`src/icv_pkg.sv`:
```
// Shared types and constants for the 2-D image convolution block.
// No dependencies; imported by every module of the block except icv_line_mem.
`timescale 1ns / 1ps
`default_nettype none

package icv_pkg;

    localparam int FRAC_BITS   = 10;
    localparam int CFG_DATA_W  = 12;
    localparam int CFG_INDEX_W = 2;

    localparam logic [CFG_INDEX_W-1:0] CFG_IMAGE_WIDTH  = 2'd0;
    localparam logic [CFG_INDEX_W-1:0] CFG_IMAGE_HEIGHT = 2'd1;
    localparam logic [CFG_INDEX_W-1:0] CFG_WINDOW_SIZE  = 2'd2;

    localparam logic CMD_PIXEL = 1'b0;
    localparam logic CMD_LOAD  = 1'b1;

    typedef struct packed {
        logic               command;
        logic [7:0]         pixel;
        logic [5:0]         coeff_index;
        logic signed [15:0] coeff_value;
    } in_t;

    typedef struct packed {
        logic [7:0]  out_pixel;
        logic [10:0] out_row;
        logic [10:0] out_col;
        logic        last;
    } out_t;

    // Per-pixel bookkeeping carried down the pipeline
    typedef struct packed {
        logic        prod;
        logic [10:0] row;
        logic [10:0] col;
        logic        last;
    } meta_t;

endpackage

`default_nettype wire

```
`src/icv_out_fifo.sv`:
```
// Result queue between the pipeline and the output channel.
// Depends on icv_pkg (out_t).
`timescale 1ns / 1ps
`default_nettype none

module icv_out_fifo #(
    parameter int DEPTH = 16
) (
    input  wire logic          aclk,
    input  wire logic          aresetn,
    input  wire logic          push,
    input  wire icv_pkg::out_t push_data,
    input  wire logic          pop,
    output logic               valid,
    output icv_pkg::out_t      data
);
    import icv_pkg::*;

    localparam int PTRW = $clog2(DEPTH);

    out_t            buf_mem [DEPTH];
    logic [PTRW-1:0] wr_ptr_reg;
    logic [PTRW-1:0] rd_ptr_reg;
    logic [PTRW:0]   count_reg;

    always_ff @(posedge aclk) begin
        if (push) begin
            buf_mem[wr_ptr_reg] <= push_data;
        end
    end

    always_ff @(posedge aclk) begin
        if (!aresetn) begin
            wr_ptr_reg <= '0;
            rd_ptr_reg <= '0;
            count_reg  <= '0;
        end else begin
            if (push) begin
                wr_ptr_reg <= wr_ptr_reg + 1'b1;
            end
            if (pop) begin
                rd_ptr_reg <= rd_ptr_reg + 1'b1;
            end
            count_reg <= count_reg + (PTRW+1)'(push) - (PTRW+1)'(pop);
        end
    end

    assign valid = (count_reg != '0);
    assign data  = buf_mem[rd_ptr_reg];

endmodule

`default_nettype wire

```
`config.mk`:
```
export PLATFORM = sky130hd
export DESIGN_NAME = icv_out_fifo
export DESIGN_NICKNAME = d
export VERILOG_FILES = /design/src/icv_pkg.sv /design/src/icv_out_fifo.sv
export SDC_FILE = /design/constraint.sdc
export NUM_CORES = 1
export LEC_CHECK = 0
export ABC_AREA = 1
export BUFFER_PORTS_ARGS = -buffer_cell sky130_fd_sc_hd__buf_4
export CAP_MARGIN = 20
export CORE_MARGIN = 1.5
export CORE_UTILIZATION = 35
export CTS_CLUSTER_SIZE = 12
export DETAILED_ROUTE_END_ITERATION = 16
export GPL_TIMING_DRIVEN = 0
export PLACE_DENSITY = 0.56
export RECOVER_POWER = 50
export SLEW_MARGIN = 20
export SYNTH_ARGS = -nofsm -noshare
export SYNTH_HDL_FRONTEND = slang
export SYNTH_SLANG_ARGS = --single-unit
```
`constraint.sdc`:
```
create_clock -name aclk -period 2.68 [get_ports aclk]
set_input_delay 0 -clock aclk [delete_from_list [all_inputs] [get_ports aclk]]
set_output_delay 0 -clock aclk [all_outputs]
set_load 0.01 [all_outputs]
```
==> impl_metrics.prom, run 1 <==
# TYPE chip_impl_metric gauge
chip_impl_metric{name="port_buffers",unit=""} 65
chip_impl_info{name="run_status",value="finished, final reports clean"} 1
chip_impl_metric{name="postPlaceCellArea",unit="sq mm"} 0.0243
chip_impl_metric{name="ant_nets",unit=""} 0
chip_impl_metric{name="dp_slack",unit="ns"} 0.488
chip_impl_metric{name="cp_max_fo",unit=""} 10
chip_impl_info{name="critical_path.reg2reg.endpoint",value="buf_mem[2][19]"} 1
chip_impl_metric{name="grt_first_pass_wirelength",unit="microns"} 95600
chip_impl_metric{name="worst-r2r-setup-slack",unit="ns"} 0.20
chip_impl_metric{name="post_synth_num_cell_types",unit=""} 21
chip_impl_metric{name="fmax",unit="MHz"} 374
chip_impl_metric{name="tritoncts_num_sinks",unit=""} 513
chip_impl_metric{name="first_iter_violations",unit=""} 1405
chip_impl_metric{name="critical_path_cell_count",unit=""} 6
chip_impl_metric{name="timing_hold_violations_final",unit=""} 0
chip_impl_metric{name="filler_cell_count",unit=""} 6026
chip_impl_info{name="root_buffer",value="sky130_fd_sc_hd__clkbuf_16"} 1
chip_impl_metric{name="slew_violations",unit=""} 0
chip_impl_metric{name="multiInputGateArea",unit="sq mm"} 0.00487
chip_impl_metric{name="drt_drc_violations_left",unit=""} 0
chip_impl_metric{name="final_critical_path_setup_slack",unit="ns"} 0.00431
chip_impl_metric{name="setup_total_negative_slack",unit="ns"} 0
chip_impl_metric{name="fin_area",unit="sq mm"} 0.0262
chip_impl_metric{name="detailedRoute.firstPassIterationCount",unit=""} 7
chip_impl_info{name="grt_setup_unrepaired",value="no"} 1
chip_impl_info{name="slowest_stage",value="sky130_fd_sc_hd__clkdlybuf4s15_1"} 1
chip_impl_metric{name="globalRouteTotalUtil",unit="%"} 20.5
chip_impl_metric{name="finalNonFillerCells",unit=""} 3178
chip_impl_metric{name="total_buffers_and_inverters_traversed_by_the_critical_path",unit=""} 3
chip_impl_info{name="crit_family",value="buffers and inverters"} 1
chip_impl_metric{name="leakage",unit="nW"} 11.0
chip_impl_metric{name="area_fraction_in_and_or_nand_and_nor_cells_after_synthesis",unit="%"} 20.4
chip_impl_info{name="worstPathCellList",value="buf_2 -> clkdlybuf4s15_1 -> nand3_1 -> nand3_1 -> nand2_1 -> buf_4"} 1
chip_impl_metric{name="numCtsBuffers",unit=""} 55
chip_impl_metric{name="post_cts_buffers",unit=""} 0
chip_impl_metric{name="use_met1",unit="%"} 27.0
chip_impl_metric{name="floorplan.initialDensity",unit="%"} 35.2
chip_impl_metric{name="grt_antenna_before_repair",unit=""} 0
chip_impl_metric{name="finalNetCount",unit=""} 2335
chip_impl_metric{name="ctsLongestPathBuffers",unit=""} 3
chip_impl_info{name="holdCritStartpoint",value="pop"} 1
chip_impl_info{name="synth_top_family_by_area",value="simple AND/OR/NAND/NOR gates"} 1
chip_impl_metric{name="max-slew-margin-rel",unit="%"} 20.0
chip_impl_metric{name="synth.yosys.seq_area_share",unit="%"} 68.8
chip_impl_metric{name="first_global_vias",unit=""} 14700
chip_impl_metric{name="post_synth_xor_area_fraction",unit="%"} 0.119
chip_impl_info{name="layer_with_the_highest_usage",value="met2"} 1
chip_impl_metric{name="die-area",unit="sq mm"} 0.0648
chip_impl_metric{name="clk_latency",unit="ns"} 0.61
chip_impl_metric{name="maxCapViolations",unit=""} 0
chip_impl_metric{name="grt_start_max_net_pins",unit=""} 19
chip_impl_info{name="worstSetupStartpointType",value="flop"} 1
chip_impl_metric{name="vdd.ir_drop.worst",unit="mV"} 0.445
chip_impl_metric{name="totalWireLength",unit="microns"} 65700
chip_impl_metric{name="critical-path-max-stage-delay",unit="ns"} 0.75
chip_impl_metric{name="syn-mean-instance-area",unit="sq um"} 10.5
chip_impl_metric{name="dr_total_vias",unit=""} 15400
chip_impl_metric{name="synth.mux.area_fraction",unit="%"} 0
chip_impl_info{name="critical_path_class",value="flop to output pin"} 1
chip_impl_metric{name="netlist_area",unit="sq mm"} 0.0221
chip_impl_metric{name="placement_rows",unit=""} 92
chip_impl_info{name="hold_crit_path_type",value="primary input to flop"} 1
chip_impl_metric{name="synth-seq-cells",unit=""} 513
chip_impl_metric{name="ff_latch_area",unit="sq mm"} 0.0152
chip_impl_metric{name="yosysTopAreaCellShare",unit="%"} 67.3
chip_impl_metric{name="reg2regPathDepth",unit=""} 6
chip_impl_metric{name="use_met3",unit="%"} 2.96
chip_impl_metric{name="power.density_cell_area",unit="mW/mm^2"} 689
chip_impl_metric{name="synth_nets",unit=""} 2158
chip_impl_metric{name="vias_per_cell",unit=""} 4.84
chip_impl_metric{name="num_io_pins",unit=""} 67
chip_impl_metric{name="synth-warning-count",unit=""} 0
chip_impl_metric{name="fraction_of_the_mapped_netlist_area_in_compound_gates",unit="%"} 0.282
chip_impl_metric{name="dieWidth",unit="microns"} 255
chip_impl_metric{name="fin_hold_ws",unit="ns"} 0.198
chip_impl_metric{name="place.detailed.instances",unit=""} 3042
chip_impl_info{name="cp-endpoint",value="data[6]"} 1
chip_impl_metric{name="timing.critical_path.required",unit="ns"} 2.68
chip_impl_metric{name="grt_overflow_total",unit=""} 0
chip_impl_metric{name="final.min_clock_period",unit="ns"} 2.68
chip_impl_info{name="post_synthesis_cell_type_with_the_largest_combined_area",value="sky130_fd_sc_hd__edfxtp_1"} 1
chip_impl_metric{name="cp_data_arrival_time",unit="ns"} 2.68
chip_impl_metric{name="antennaDiodeCount",unit=""} 0
chip_impl_metric{name="place_hpwl",unit="microns"} 42200
chip_impl_metric{name="flow.area_growth_from_synthesis",unit="%"} 18.4
chip_impl_metric{name="async_flop_share",unit="%"} 0
chip_impl_metric{name="post_synthesis_share_of_cell_area_spent_on_full_adders_half_adders_and_majority_gates",unit="%"} 0.712
chip_impl_metric{name="finalSetupViolCount",unit=""} 0
chip_impl_info{name="crit_top_cell",value="sky130_fd_sc_hd__nand3_1"} 1
chip_impl_metric{name="core_region_area",unit="sq mm"} 0.0629
chip_impl_metric{name="synth-edff-count",unit=""} 496
chip_impl_metric{name="flip_flop_count_of_the_largest_register_all_copies_and_words_added",unit=""} 496
chip_impl_info{name="worst_setup_path_end_kind",value="output pin"} 1
chip_impl_metric{name="worst_setup_hold_path_clk_slew",unit="ns"} 0.06
chip_impl_metric{name="cts-htree-levels",unit=""} 2
chip_impl_metric{name="worst_slew_pin_slew",unit="ns"} 1.20
chip_impl_metric{name="post_drt_wl_per_cell",unit="microns"} 20.7
chip_impl_info{name="cts_tree",value="done"} 1
chip_impl_metric{name="final.period_utilization",unit="%"} 99.8
chip_impl_info{name="synthFlopType",value="sky130_fd_sc_hd__edfxtp_1"} 1
chip_impl_metric{name="finalClockSkew",unit="ns"} 0.0168
chip_impl_metric{name="drive_gt1_share",unit="%"} 9.73
chip_impl_metric{name="groute.layer.met2.usage",unit="%"} 34.3
chip_impl_info{name="crit-reg2reg-launch",value="wr_ptr_reg[0]"} 1
chip_impl_metric{name="synthesis.instances",unit=""} 2111
chip_impl_metric{name="die_h",unit="microns"} 255
chip_impl_info{name="synthTopCellsByArea",value="sky130_fd_sc_hd__edfxtp_1 67%, sky130_fd_sc_hd__nand2_1 11%, sky130_fd_sc_hd__nand3_1 8.5%"} 1
chip_impl_metric{name="globalplace.congestion",unit=""} 0.804
-- tightest hold or removal path, cell delays in order --
cell and delay (ns):
sky130_fd_sc_hd__dlygate4sd3_1 0.52, sky130_fd_sc_hd__buf_4 0.15, sky130_fd_sc_hd__a21oi_1 0.08
-- metrics by stage --
stage / util, % / total power, mW
final: 41.7 / 18.1
after global routing: 41.7 / 18.6
after CTS: 42.0 / 18.2
after detailed placement: 38.6 / 10.9
after global placement: 37.7 / 10.8
after floorplan: - / 10.1
-- where the power goes --
| part | internal [mW] | leakage [nW] | switching (mW) |
|---|---|---|---|
| clock | 4.21 | 0.836 | 3.14 |
| sequential | 8.91 | 4.62 | 0.0406 |
| combinational | 0.584 | 5.55 | 1.18 |
| total | 13.7 | 11.0 | 4.36 |
-- how the worst min path moves through the flow --
stage,slack (ns),end,depth (start not counted)
after floorplan,0.1,flop,1
after global placement,0.25,rd_ptr_reg[0],2
after detailed placement,0.27,flop,2
after CTS,0.18,rd_ptr_reg[0],3
after global routing,0.24,rd_ptr_reg[0],3
final,0.20,rd_ptr_reg[0],3
-- layout by cell type, fill, tap and decap left out, types with 3 or more instances in the layout --
| cell | count |
|---|---|
| sky130_fd_sc_hd__clkinv_2 | 8 |
| sky130_fd_sc_hd__buf_2 | 24 |
| sky130_fd_sc_hd__buf_4 | 70 |
| sky130_fd_sc_hd__buf_1 | 8 |
| sky130_fd_sc_hd__xor2_1 | 3 |
| sky130_fd_sc_hd__buf_6 | 16 |
| sky130_fd_sc_hd__buf_16 | 6 |
| sky130_fd_sc_hd__o21ai_0 | 3 |
| sky130_fd_sc_hd__ha_1 | 11 |
| sky130_fd_sc_hd__edfxtp_1 | 496 |
| sky130_fd_sc_hd__clkbuf_2 | 4 |
| sky130_fd_sc_hd__clkdlybuf4s15_2 | 5 |
| sky130_fd_sc_hd__buf_12 | 12 |
| sky130_fd_sc_hd__clkinv_1 | 9 |
| sky130_fd_sc_hd__nand2_1 | 669 |
| sky130_fd_sc_hd__nor2_4 | 14 |
| sky130_fd_sc_hd__dfxtp_1 | 17 |
| sky130_fd_sc_hd__nor2_1 | 16 |
| sky130_fd_sc_hd__clkbuf_16 | 57 |
| sky130_fd_sc_hd__a21oi_1 | 8 |
| sky130_fd_sc_hd__clkbuf_1 | 60 |
| sky130_fd_sc_hd__nand3_1 | 374 |
| sky130_fd_sc_hd__bufinv_16 | 3 |
| sky130_fd_sc_hd__dlygate4sd3_1 | 35 |
| sky130_fd_sc_hd__inv_1 | 389 |
-- layer usage --
metal | share of wire (%) | vias to the layer above
li1 | - | 7174
met5 | 0 | -
met4 | 3.4 | 0
met3 | 7.3 | 141
met1 | 41 | 7449
met2 | 48 | 603
-- cell type report --
type / count / area share, %
Buffer: 103 / 2.76
Clock buffer: 77 / 5.77
Clock inverter: 24 / 0.783
Inverter: 392 / 5.63
Multi-Input combinational cell: 1103 / 18.6
Sequential cell: 513 / 58.1
Tap cell: 846 / 4.04
Timing Repair Buffer: 120 / 4.35
-- Yosys cell counts, drive strengths merged (2+ instances only) --
cell type    n
buf         91
nand2      669
a21oi        8
o21ai        3
nand4        2
xor2         3
nand3      374
clkbuf      12
dfxtp       17
ha          11
nor2        30
inv        392
edfxtp     496
-- kinds of logic after synthesis --
logic type | Yosys count
simple gates | 1076
flops | 513
buf+inv | 495
compound gates | 12
fa+ha+maj | 12
xor+xnor | 3
-- what timing repair did --
item	CTS	global route
hold buffers	35	0
gates resized for setup	13	1
hold endpoints to repair	513	0
endpoints found under the setup margin	23	2
No activity file was read; power rests on OpenSTA's default activity.
==> run 2: changes to the inputs <==
--- a/config.mk
+++ b/config.mk
@@ -10,6 +10,7 @@
 export CAP_MARGIN = 20
 export CORE_MARGIN = 1.5
 export CORE_UTILIZATION = 35
+export CTS_BUF_LIST = sky130_fd_sc_hd__clkbuf_4 sky130_fd_sc_hd__clkbuf_8
 export CTS_CLUSTER_SIZE = 12
 export DETAILED_ROUTE_END_ITERATION = 16
 export GPL_TIMING_DRIVEN = 0
==> run 2 against run 1 <==
Cell count increased by 1.7%. Sequential power about the same. Setup slack improved by 0.064 ns. Clock skew increased by 0.014 ns. Non-clock buffer count unchanged. Wire length rose by 0.53%. Register-to-register slack got worse by 0.05 ns. Via count grew 1.1%. Global-route usage increased by 0.16 points. Die area unchanged.
==> impl_metrics.prom, run 2 (synthesized netlist as in run 1, its figures left out) <==
# TYPE chip_impl_metric gauge
chip_impl_info{name="run_status",value="finished, final reports clean"} 1
chip_impl_metric{name="use_met3",unit="%"} 4.01
chip_impl_metric{name="globalplace.congestion",unit=""} 0.804
chip_impl_metric{name="num_io_pins",unit=""} 67
chip_impl_metric{name="port_buffers",unit=""} 65
chip_impl_metric{name="ctsLongestPathBuffers",unit=""} 3
chip_impl_info{name="worstSetupStartpointType",value="flop"} 1
chip_impl_metric{name="worst_slew_pin_slew",unit="ns"} 1.23
chip_impl_metric{name="worst_setup_hold_path_clk_slew",unit="ns"} 0.06
chip_impl_metric{name="grt_start_max_net_pins",unit=""} 19
chip_impl_metric{name="post_cts_buffers",unit=""} 0
chip_impl_info{name="slowest_stage",value="sky130_fd_sc_hd__dfxtp_1"} 1
chip_impl_info{name="most_common_cell_after_layout_fill_and_taps_aside",value="sky130_fd_sc_hd__nand2_1"} 1
chip_impl_metric{name="worst-r2r-setup-slack",unit="ns"} 0.15
chip_impl_metric{name="fin_util",unit="%"} 41.7
chip_impl_metric{name="dieWidth",unit="microns"} 255
chip_impl_metric{name="fin_hold_ws",unit="ns"} 0.123
chip_impl_info{name="worstPathCellList",value="clkbuf_1 -> nand3_1 -> nand2_1 -> buf_4"} 1
chip_impl_metric{name="placement_rows",unit=""} 92
chip_impl_metric{name="ant_nets",unit=""} 0
chip_impl_metric{name="first_global_vias",unit=""} 15100
chip_impl_metric{name="flip_flop_count_of_the_largest_register_all_copies_and_words_added",unit=""} 496
chip_impl_metric{name="finalClockSkew",unit="ns"} 0.0312
chip_impl_metric{name="core_region_area",unit="sq mm"} 0.0629
chip_impl_metric{name="fmax",unit="MHz"} 383
chip_impl_metric{name="use_met1",unit="%"} 26.8
chip_impl_metric{name="final.min_clock_period",unit="ns"} 2.61
chip_impl_metric{name="leakage",unit="nW"} 11.1
chip_impl_metric{name="grt_overflow_total",unit=""} 0
chip_impl_metric{name="floorplan.initialDensity",unit="%"} 35.2
chip_impl_info{name="root_buffer",value="sky130_fd_sc_hd__clkbuf_8"} 1
chip_impl_metric{name="slew_violations",unit=""} 0
chip_impl_metric{name="grt_antenna_before_repair",unit=""} 0
chip_impl_metric{name="antennaDiodeCount",unit=""} 0
chip_impl_info{name="worst_setup_path_end_kind",value="output pin"} 1
chip_impl_metric{name="place_hpwl",unit="microns"} 42200
chip_impl_info{name="layer_with_the_highest_usage",value="met2"} 1
chip_impl_metric{name="final.period_utilization",unit="%"} 97.4
chip_impl_metric{name="tritoncts_num_sinks",unit=""} 513
chip_impl_info{name="mostFrequentLayoutCells",value="669 x sky130_fd_sc_hd__nand2_1, 496 x sky130_fd_sc_hd__edfxtp_1, 389 x sky130_fd_sc_hd__inv_1"} 1
chip_impl_metric{name="maxCapViolations",unit=""} 0
chip_impl_metric{name="post_drt_wl_per_cell",unit="microns"} 20.4
chip_impl_metric{name="groute.layer.met2.usage",unit="%"} 33.8
chip_impl_metric{name="cp_data_arrival_time",unit="ns"} 2.61
chip_impl_metric{name="detailedRoute.firstPassIterationCount",unit=""} 8
chip_impl_metric{name="die-area",unit="sq mm"} 0.0648
chip_impl_metric{name="die_h",unit="microns"} 255
chip_impl_metric{name="filler_cell_count",unit=""} 6049
chip_impl_metric{name="cp_max_fo",unit=""} 10
chip_impl_metric{name="timing_hold_violations_final",unit=""} 0
chip_impl_metric{name="clk_latency",unit="ns"} 0.68
chip_impl_metric{name="vias_per_cell",unit=""} 4.80
chip_impl_metric{name="globalRouteTotalUtil",unit="%"} 20.7
chip_impl_metric{name="grt_first_pass_wirelength",unit="microns"} 96000
chip_impl_info{name="grt_setup_unrepaired",value="no"} 1
chip_impl_metric{name="flow.area_growth_from_synthesis",unit="%"} 18.2
chip_impl_metric{name="power.density_cell_area",unit="mW/mm^2"} 671
chip_impl_metric{name="vdd.ir_drop.worst",unit="mV"} 0.354
chip_impl_metric{name="cts-htree-levels",unit=""} 3
chip_impl_info{name="hold_crit_path_type",value="primary input to flop"} 1
chip_impl_metric{name="multiInputGateArea",unit="sq mm"} 0.00487
chip_impl_info{name="cts_tree",value="done"} 1
chip_impl_metric{name="drt_drc_violations_left",unit=""} 0
chip_impl_metric{name="critical-path-max-stage-delay",unit="ns"} 0.66
chip_impl_info{name="critical_path_class",value="flop to output pin"} 1
chip_impl_metric{name="finalSetupViolCount",unit=""} 0
chip_impl_metric{name="timing.critical_path.required",unit="ns"} 2.68
chip_impl_metric{name="finalNetCount",unit=""} 2368
chip_impl_metric{name="drive_gt1_share",unit="%"} 12.6
chip_impl_metric{name="ff_latch_area",unit="sq mm"} 0.0152
chip_impl_metric{name="max-slew-margin-rel",unit="%"} 17.8
chip_impl_metric{name="dr_total_vias",unit=""} 15500
chip_impl_metric{name="first_iter_violations",unit=""} 1316
chip_impl_metric{name="totalWireLength",unit="microns"} 66100
chip_impl_metric{name="numCtsBuffers",unit=""} 88
-- run 2: worst paths after layout --
check                        end  cells after the start          start
setup / recovery        data[12]                      4           flop
hold / removal     rd_ptr_reg[0]                      3            pop
setup reg to reg  buf_mem[2][21]                      6  wr_ptr_reg[0]
hold reg to reg    rd_ptr_reg[2]                      2  rd_ptr_reg[2]
-- run 2: worst max-delay path: cells and delay by family (launching register included) --
kind | cells | cell delay, ns
DFF | 1 | 0.66
buffers and inverters | 2 | 0.79
and+or+nand+nor | 2 | 0.48
-- run 2: cell type report --
cell class	count	share of cell area (%)
sequential	513	58.2
multi-input combinational	1103	18.6
clock buffer	127	5.89
inverter	392	5.64
timing repair buffer	120	4.36
tap	846	4.04
buffer	103	2.80
clock inverter	29	0.502
-- run 2: metal layers --
layer  share of wire (%)  vias up  wire length (microns)
li1                    -     7243                      -
met1                  42     7496                  27400
met2                  47      640                  31200
met3                 7.6      155                   5030
met4                 3.6        0                   2390
met5                   0        -                      0
-- run 2: repair_timing --
action | 4_1_cts | 5_1_grt
hold endpoints to repair | 513 | 0
setup endpoints to repair | 31 | 16
hold buffers | 35 | 0
gates resized for setup | 17 | 9
-- run 2: stage by stage --
step	setup slack, ns	total power [mW]	area [sq um]	TNS (ns)	std cells
after floorplan	0.254	10.1	22100	0	2111
after global placement	-1.62	10.8	23700	-716.70	3022
after detailed placement	0.488	10.9	24300	0	3042
after CTS	-0.0195	17.7	26300	-0.0195	3233
after global routing	0.00811	18.2	26200	0	3233
final	0.0684	17.6	26200	0	3233
-- run 2: report_power, final --
part	switching [mW]	total [mW]	internal (mW)	leakage (nW)
Clock	3.18	6.86	3.67	0.890
Combinational	1.18	1.76	0.585	5.56
Sequential	0.0403	8.95	8.91	4.62
Total	4.40	17.6	13.2	11.1
